$ cat src/rtl/wges_pkg.sv
// Package for the weighted graph edge store.
// Holds sizes, opcodes and the controller/datapath command and status structs.
package wges_pkg;

  localparam int NODES       = 16;
  localparam int NODE_BITS   = 4;
  localparam int WEIGHT_BITS = 32;
  localparam int ADDR_BITS   = 2 * NODE_BITS;

  localparam logic [2:0] OP_ADD   = 3'd0;
  localparam logic [2:0] OP_ERASE = 3'd1;
  localparam logic [2:0] OP_QUERY = 3'd2;
  localparam logic [2:0] OP_LOWER = 3'd3;
  localparam logic [2:0] OP_UPPER = 3'd4;
  localparam logic [2:0] OP_ALL   = 3'd5;
  localparam logic [2:0] OP_COMP  = 3'd6;
  localparam logic [2:0] OP_RSVD  = 3'd7;

  // Commands from the controller to the datapath.
  typedef struct packed {
    logic                 rd;        // read edge (row, col)
    logic [NODE_BITS-1:0] row;
    logic [NODE_BITS-1:0] col;
    logic                 wr;        // write wdata at edge (row, col)
    logic [WEIGHT_BITS-1:0] wdata;
  } wges_cmd_t;

  // Status from the datapath: registered read data.
  typedef struct packed {
    logic [WEIGHT_BITS-1:0] rdata;
  } wges_sts_t;

endpackage

$ cat src/rtl/wges_ctrl.sv
// Controller of the weighted graph edge store: sequencer for all operations.
// Depends on wges_pkg; drives wges_datapath through command and status structs.
module wges_ctrl (
  input  logic                 clk,
  input  logic                 rst,
  input  logic                 in_valid,
  output logic                 in_ready,
  input  logic [2:0]           opcode,
  input  logic [3:0]           node_a,
  input  logic [3:0]           node_b,
  input  logic [31:0]          add_weight,
  output logic                 out_valid,
  input  logic                 out_ready,
  output logic [31:0]          weight_value,
  output logic                 present,
  output logic [3:0]           neighbour,
  output logic                 none_found,
  output logic                 last_item,
  output wges_pkg::wges_cmd_t  cmd,
  input  wges_pkg::wges_sts_t  sts
);

  localparam int NB = wges_pkg::NODE_BITS;
  localparam int WB = wges_pkg::WEIGHT_BITS;
  localparam int N  = wges_pkg::NODES;
  localparam int AB = wges_pkg::ADDR_BITS;

  typedef enum logic [3:0] {
    S_CLEAR, S_IDLE, S_RMW_RD, S_RMW_WAIT, S_Q_WAIT, S_SCAN, S_SCAN_LAST,
    S_PICK, S_EMIT, S_OUT
  } state_t;

  state_t          state;
  logic [2:0]      op;
  logic [NB-1:0]   a, b, cur, k;
  logic [AB:0]     clr;
  logic [31:0]     w;
  logic [N-1:0]    mask, visited, pending;
  logic            rd_d;
  logic [NB-1:0]   k_d;
  logic [WB:0]     sum;
  logic [NB-1:0]   first_pend;
  logic            hit;
  logic [N-1:0]    row_mask, keep, vis_n, pend_n;

  assign in_ready = (state == S_IDLE);
  assign sum = {1'b0, sts.rdata} + {1'b0, w};
  assign hit = rd_d && (sts.rdata != '0);

  // Row mask with the final read merged in, and the range kept for the list.
  always_comb begin
    row_mask = mask;
    if (hit) row_mask[k_d] = 1'b1;
    keep = '1;
    if (op == wges_pkg::OP_LOWER) begin
      keep = (N'(1) << a) - N'(1);
    end else if (op == wges_pkg::OP_UPPER) begin
      keep = ~((N'(1) << a) - N'(1));
    end
  end

  // Walk update: if the scanned row has any neighbour, mark the node visited and add its new neighbours.
  always_comb begin
    vis_n  = visited;
    pend_n = pending;
    if (mask != '0) begin
      vis_n  = visited | (N'(1) << cur);
      pend_n = (pending | mask) & ~vis_n;
    end
  end

  // Lowest pending node after the walk update.
  always_comb begin
    first_pend = '0;
    for (int i = N - 1; i >= 0; i--) begin
      if (pend_n[i]) first_pend = NB'(i);
    end
  end

  // Memory commands.
  always_comb begin
    cmd = '0;
    case (state)
      S_CLEAR: begin
        cmd.wr  = !clr[AB];
        cmd.row = clr[AB-1:NB];
        cmd.col = clr[NB-1:0];
      end
      S_IDLE: begin
        cmd.rd  = in_valid;
        cmd.row = node_a;
        cmd.col = (opcode inside {wges_pkg::OP_ADD, wges_pkg::OP_ERASE,
                                  wges_pkg::OP_QUERY}) ? node_b : '0;
        cmd.wr  = in_valid && (opcode == wges_pkg::OP_ERASE);
      end
      S_RMW_WAIT: begin
        cmd.row   = a;
        cmd.col   = b;
        cmd.wr    = (w != '0);
        cmd.wdata = sum[WB] ? '1 : sum[WB-1:0];
      end
      S_SCAN: begin
        cmd.rd  = 1'b1;
        cmd.row = cur;
        cmd.col = k;
      end
      default: cmd = '0;
    endcase
  end

  // Sequencer with registered result outputs.
  always_ff @(posedge clk) begin
    if (rst) begin
      state     <= S_CLEAR;
      clr       <= '0;
      out_valid <= 1'b0;
      rd_d      <= 1'b0;
    end else begin
      rd_d <= (state == S_SCAN);
      case (state)
        S_CLEAR: begin
          // Clear one memory word per cycle, every (row, col) pair in turn.
          if (clr[AB]) begin
            state <= S_IDLE;
          end else begin
            clr <= clr + 1'b1;
          end
        end
        S_IDLE: begin
          if (in_valid) begin
            op <= opcode; a <= node_a; b <= node_b; w <= add_weight;
            mask <= '0; visited <= '0; pending <= '0;
            weight_value <= '0; present <= 1'b0; neighbour <= '0;
            none_found <= 1'b1; last_item <= 1'b1;
            cur <= node_a; k <= '0;
            case (opcode)
              wges_pkg::OP_ADD:   state <= S_RMW_WAIT;
              wges_pkg::OP_QUERY: state <= S_Q_WAIT;
              wges_pkg::OP_LOWER, wges_pkg::OP_UPPER, wges_pkg::OP_ALL,
              wges_pkg::OP_COMP:  state <= S_SCAN;
              default: begin
                state <= S_OUT; out_valid <= 1'b1;
              end
            endcase
          end
        end
        S_RMW_WAIT: begin
          state <= S_OUT; out_valid <= 1'b1;
        end
        S_Q_WAIT: begin
          weight_value <= sts.rdata;
          present      <= (sts.rdata != '0);
          state <= S_OUT; out_valid <= 1'b1;
        end
        S_SCAN: begin
          // One edge read per cycle, its registered result seen in the next cycle.
          k_d <= k;
          if (hit) mask[k_d] <= 1'b1;
          k <= k + 1'b1;
          if (k == NB'(N - 1)) state <= S_SCAN_LAST;
        end
        S_SCAN_LAST: begin
          if (op == wges_pkg::OP_COMP) begin
            mask  <= row_mask;
            state <= S_PICK;
          end else begin
            mask  <= row_mask & keep;
            k     <= '0;
            state <= S_EMIT;
          end
        end
        S_PICK: begin
          // Merge the scanned row into the walk; scan the next pending node, or list the visited nodes.
          visited <= vis_n;
          k <= '0;
          if (pend_n != '0) begin
            cur     <= first_pend;
            pending <= pend_n;
            mask    <= '0;
            state   <= S_SCAN;
          end else begin
            pending <= '0;
            mask    <= vis_n;
            op      <= wges_pkg::OP_ALL;
            state   <= S_EMIT;
          end
        end
        S_EMIT: begin
          // Find the next set bit, one node per cycle while the output is not stalled.
          if (!out_valid || out_ready) begin
            if (mask == '0) begin
              out_valid <= 1'b1; none_found <= 1'b1; last_item <= 1'b1;
              neighbour <= '0; state <= S_OUT;
            end else if (mask[k]) begin
              logic [N-1:0] rest;
              rest = mask & ~(N'(1) << k);
              out_valid <= 1'b1; none_found <= 1'b0; neighbour <= k;
              last_item <= (rest == '0);
              mask <= rest;
              k <= k + 1'b1;
              if (rest == '0) state <= S_OUT;
            end else begin
              out_valid <= 1'b0;
              k <= k + 1'b1;
            end
          end
        end
        S_OUT: begin
          if (out_ready) begin
            out_valid <= 1'b0; state <= S_IDLE;
          end
        end
        default: state <= S_IDLE;
      endcase
    end
  end

`ifndef SYNTHESIS
  a_no_accept_busy: assert property (@(posedge clk) disable iff (rst)
    (state != S_IDLE) |-> !in_ready) else $error("ready while busy");
  a_out_hold: assert property (@(posedge clk) disable iff (rst)
    (out_valid && !out_ready) |=> out_valid) else $error("result dropped");
  a_last_none: assert property (@(posedge clk) disable iff (rst)
    (out_valid && none_found) |-> last_item) else $error("empty without last");
`endif

endmodule

$ cat config.mk
export PLATFORM = sky130hd
export DESIGN_NAME = wges_ctrl
export DESIGN_NICKNAME = d
export VERILOG_FILES = /design/src/rtl/wges_pkg.sv /design/src/rtl/wges_ctrl.sv
export SDC_FILE = /design/constraint.sdc
export NUM_CORES = 1
export LEC_CHECK = 0
export BUFFER_PORTS_ARGS = -buffer_cell sky130_fd_sc_hd__buf_2
export CAP_MARGIN = 20
export CORE_ASPECT_RATIO = 0.7
export CORE_UTILIZATION = 50
export DETAILED_ROUTE_END_ITERATION = 8
export GPL_TIMING_DRIVEN = 0
export PLACE_DENSITY = 0.72
export SYNTH_ARGS = -nofsm -noshare
export SYNTH_HDL_FRONTEND = slang
export SYNTH_SLANG_ARGS = --single-unit
export TNS_END_PERCENT = 100
$ cat constraint.sdc
create_clock -name clk -period 6.59 [get_ports clk]
set_input_delay 0.9885 -clock clk [delete_from_list [all_inputs] [get_ports clk]]
set_output_delay 0.9885 -clock clk [all_outputs]
set_load 0.02 [all_outputs]
Word-level counts from Yosys, hierarchy flattened
Cells that the tools add are included.
{"block": "classes", "n_addsub": 4, "magnitude_cmp": 3, "eq_ne": 31, "n_shift": 3, "mux": 89, "bitwise_logic": 11, "n_reduce_logical": 35}
{"operator": "16-bit two-way mux", "n": 12}
{"operator": "4-bit two-way mux", "n": 36}
{"operator": "32-bit two-way mux", "n": 3}
{"operator": "16-bit one-hot mux with 5 select lines", "n": 1}
{"operator": "16-bit one-hot mux with 2 select lines", "n": 2}
{"operator": "32-bit one-hot mux with 2 select lines", "n": 1}
{"operator": "32-bit nonzero test", "n": 2}
{"operator": "16-bit bitwise AND", "n": 3}
{"operator": "16-bit NOT", "n": 3}
{"operator": "16-bit bitwise OR", "n": 3}
{"operator": "1-bit by 4-bit left shift with 16-bit output, first input constant", "n": 3}
{"operator": "32-bit by 32-bit adder with 33-bit output", "n": 1}
{"operator": "16-bit logical NOT", "n": 2}
{"operator": "4-bit one-hot mux with 8 select lines", "n": 1}
{"operator": "8-bit one-hot mux with 4 select lines", "n": 1}
{"operator": "16-bit nonzero test", "n": 2}
{"operator": "2-bit inequality test, second input constant", "n": 10}
{"operator": "4-bit one-hot mux with 5 select lines", "n": 1}
{"operator": "4-bit by 3-bit equality test with 1-bit output, second input constant", "n": 4}
{"operator": "1-bit two-way mux", "n": 16}
{"operator": "4-bit one-hot mux with 2 select lines", "n": 2}
{"operator": "16-bit by 2-bit subtractor with 16-bit output, second input constant", "n": 1}
{"operator": "3-bit equality test, second input constant", "n": 5}
{"operator": "4-bit equality test, second input constant", "n": 3}
{"operator": "other kinds (38)", "n": 58}
{"block": "word_totals", "regBits": 157, "input_bits": 79, "output_inout_bits": 83, "wordCells": 196}

Logic depth before layout (Yosys ltp)
{"block": "logic_depth", "ltp_word": 23, "depth_mapped": 13, "depth_no_buf": 11}

Least setup slack after synthesis
No wires, ideal clock.
{"block": "synth_path", "kind": "input to output", "start": "in sts[0] in the netlist's numbering", "end": "out cmd[1] in the netlist's numbering", "arrival_time_ps": 3280, "required_ps": 5602, "setup_slack_ps": 2322, "path_stages": 11, "n_path_buf": 1, "cell_sequence": "ha_1 inv_1 fa_1 nand2b_1 a21oi_1 o21a_1 o2111a_1 o21ai_0 o211a_1 clkbuf_1 a21oi_1"}
{"item": "from (decl)", "line": "wges_ctrl.sv:20", "source": "input wges_pkg::wges_sts_t sts"}
{"item": "to (decl)", "line": "wges_ctrl.sv:19", "source": "output wges_pkg::wges_cmd_t cmd,"}

==> impl_metrics.toml <==
[floorplan]
std_cell_rows = 42
io_pins = 162
start_util = 0.519
dieWidth_um = 171
dieHeight_um = 120
core_um2 = 19200
dieArea_um2 = 20500

[run_status]
status = "finished clean"

[sta]
hold_viol = 0
finalSetupViolCount = 0
slew_viol_final = 0
finalClockSkew_ns = 0.0126
rsz0062_at_grt = "false"
maxSlewHeadroom = 0.279
fmax_mhz = 188
fin_tns_setup_ns = 0
worstMarginPinSlew_ns = 1.05
timing.final.crit_share = 0.808
fin_crit_ns = 5.32

[clock_tree]
ctsHoldBuffers = 0
ctsResizeCount = 0
cts_tree = "done"
insertion_delay_ns = 0.45
cts-root-buf = "clkbuf_16"
cts_setup_buffers = 0
cts_max_path_buffers = 2
clock_sinks = 157
cts_max_level = 4
cts_inserted_buffers = 17
path_clk_slew_ns = 0.06

[pwr]
sequentialPowerShare = 0.440
cellInternalPower_mw = 1.90
switching_share = 0.259
p_sw_mw = 0.667
p_per_area_nw_per_um2 = 217
comb_power_share = 0.131
clockPowerShare = 0.429
p_leak_nw = 4.60
ir_worst_vdd_uv = 215

[routing]
dr.pass1.iters = 8
wl_per_cell_um = 22.0
antenna_left = 0
wl_um = 33100
vias = 9651
first_iter_violations = 1237
drt_drc_violations_left = 0
vias_per_cell = 6.41

[worst_setup_path]
r2r-start = "a[2]$_DFFE_PP_"
endpoint_kind = "primary output"
r2r-end = "mask[8]$_DFFE_PP_"
ff2ff_setup_slack_ns = 2.87
worstSetupPathType = "in -> out"
cp_data_required_time_ns = 5.60
reg2regPathDepth = 10
start_kind = "input port"
critPathArrivalTime_ns = 4.33
path_max_fanout = 10

[hold_path]
worstHoldEndpoint = "clr[8]$_SDFFE_PP0N_"
hold_path.class = "reg -> reg"
holdPathStages = 2
min_from = "clr[8]$_SDFFE_PP0N_"

[synthesis]
netlist_instances = 1043
ys_async_sr_fraction = 0
synth_warnings = 0
yosysUniqueCellTypes = 75
ys.flop_type = "edfxtp_1"
syn-num-nets = 1163
post_synth.cell_area_avg_um2 = 9.56
syn_area_um2 = 9970
synth_seq_area_share = 0.458
synth_seq_cells = 157
synth_edf_count = 142

[cells_and_area]
nets = 1348
syn2layout_area_growth_pct = 19.1
antenna_cells = 0
final_cell_mix = "buf_2, edfxtp_1, nor2_1"
final_common_cell = "buf_2"
drive_above_1_share = 0.180
final_cells = 1505

[grt]
grt_pass1_vias = 8776
antenna_found_initial = 0
grt_pass1_wl_um = 50500
grt_max_degree = 33
grt-ovfl-total = 0
globalRouteTotalUtil = 0.331

[placement]
routabilityCongestion = 0.943
io_buffers = 161
dp.cells = 1473
dp_hpwl_um = 25200

[run]
cap_violations = 0
kinds of logic after synthesis:
logic type | count (synthesis) | share of synthesized area
xor gates and xnor gates | 35 | 0.0307
muxes | 9 | 0.0157
DFF | 157 | 0.458
and+or+nand+nor | 404 | 0.205
buffers and inverters | 80 | 0.0337
AOI/OAI and AO/OA | 317 | 0.205
adders and majority gates | 41 | 0.0522
stage by stage:
| step | instance area, µm² | worst slack [ns] | hold WS [ns] | total power, mW | utilization |
|---|---|---|---|---|---|
| floorplan | 9970 | 2.32 | 0.425 | 1.35 | - |
| finish | 11900 | 1.27 | 0.468 | 2.57 | 0.617 |
| detailed placement | 11200 | 1.39 | 0.455 | 1.48 | 0.584 |
| global route | 11900 | 1.16 | 0.499 | 2.64 | 0.617 |
| global placement | 11100 | 1.39 | 0.451 | 1.47 | 0.578 |
| CTS | 11900 | 1.35 | 0.470 | 2.56 | 0.617 |
synthesized netlist by cell type, drive strengths merged, types with 8 or more instances:
| library cell | instances | area, µm² |
|---|---|---|
| and2 | 38 | 238 |
| nand2 | 77 | 297 |
| o21ai | 53 | 265 |
| nand3 | 30 | 150 |
| ha | 40 | 500 |
| edfxtp | 142 | 4260 |
| xnor2 | 15 | 131 |
| o22a | 9 | 87.6 |
| xor2 | 20 | 175 |
| buf | 8 | 63.8 |
| o22ai | 24 | 150 |
| inv | 22 | 82.6 |
| nor2b | 11 | 68.8 |
| nand4 | 15 | 93.8 |
| o211ai | 11 | 82.6 |
| dfxtp | 15 | 300 |
| a21o | 15 | 113 |
| and3 | 10 | 62.6 |
| a31oi | 14 | 87.6 |
| clkbuf | 48 | 183 |
| nand2b | 14 | 87.6 |
| nor2 | 120 | 450 |
| a21oi | 109 | 546 |
| a211oi | 10 | 75.1 |
| nor3 | 33 | 165 |
| nor4 | 26 | 199 |
state kept, by name (all words and copies together) (netlist names), 3 cells and up:
register and cells:
w 32, weight_value 32, b 4, k_d 4, clr 9, cur 4
mask 16, op 3, k 4, visited 16, neighbour 4, a 4
state 4, pending 16
metal layers:
layer,wire length [µm],vias up,GRT usage
li1,-,4360,-
met1,15300,4596,0.520
met2,12800,650,0.424
met3,4580,45,0.115
met4,443,0,0.0721
met5,0,-,0
area by class of cell:
class,count,area [µm²]
Fill cell,1677,7360
Multi-Input combinational cell,806,5100
Sequential cell,157,4560
Timing Repair Buffer,166,896
Clock buffer,18,429
Tap cell,264,330
Buffer,56,246
Clock inverter,14,215
Inverter,24,90.1
worst max-delay path by stage:
stage / start / to / slack [ns]
global placement: sts[5] / cmd[27] / 1.39
finish: sts[5] / cmd[27] / 1.27
floorplan: sts[0] / cmd[1] / 2.32
global route: sts[5] / cmd[27] / 1.16
CTS: sts[5] / cmd[27] / 1.35
detailed placement: sts[5] / cmd[27] / 1.39
critical path, stage by stage:
cell and delay [ns]:
buf_2 0.12, ha_1 0.37, a21o_1 0.19, or3_1 0.32, o21a_1 0.25, o2111a_1 0.30, o21ai_0 0.45, o211a_1 0.41
clkbuf_1 0.49, a31oi_1 0.21, buf_2 0.21
power by group through the flow:
stage	logic, mW	clock network (mW)	registers (mW)
floorplan	0.204	0	1.15
global placement	0.316	0	1.15
detailed placement	0.324	0	1.15
CTS	0.329	1.10	1.13
global route	0.368	1.14	1.13
finish	0.337	1.10	1.13
Power figures use the tool's default switching activity.
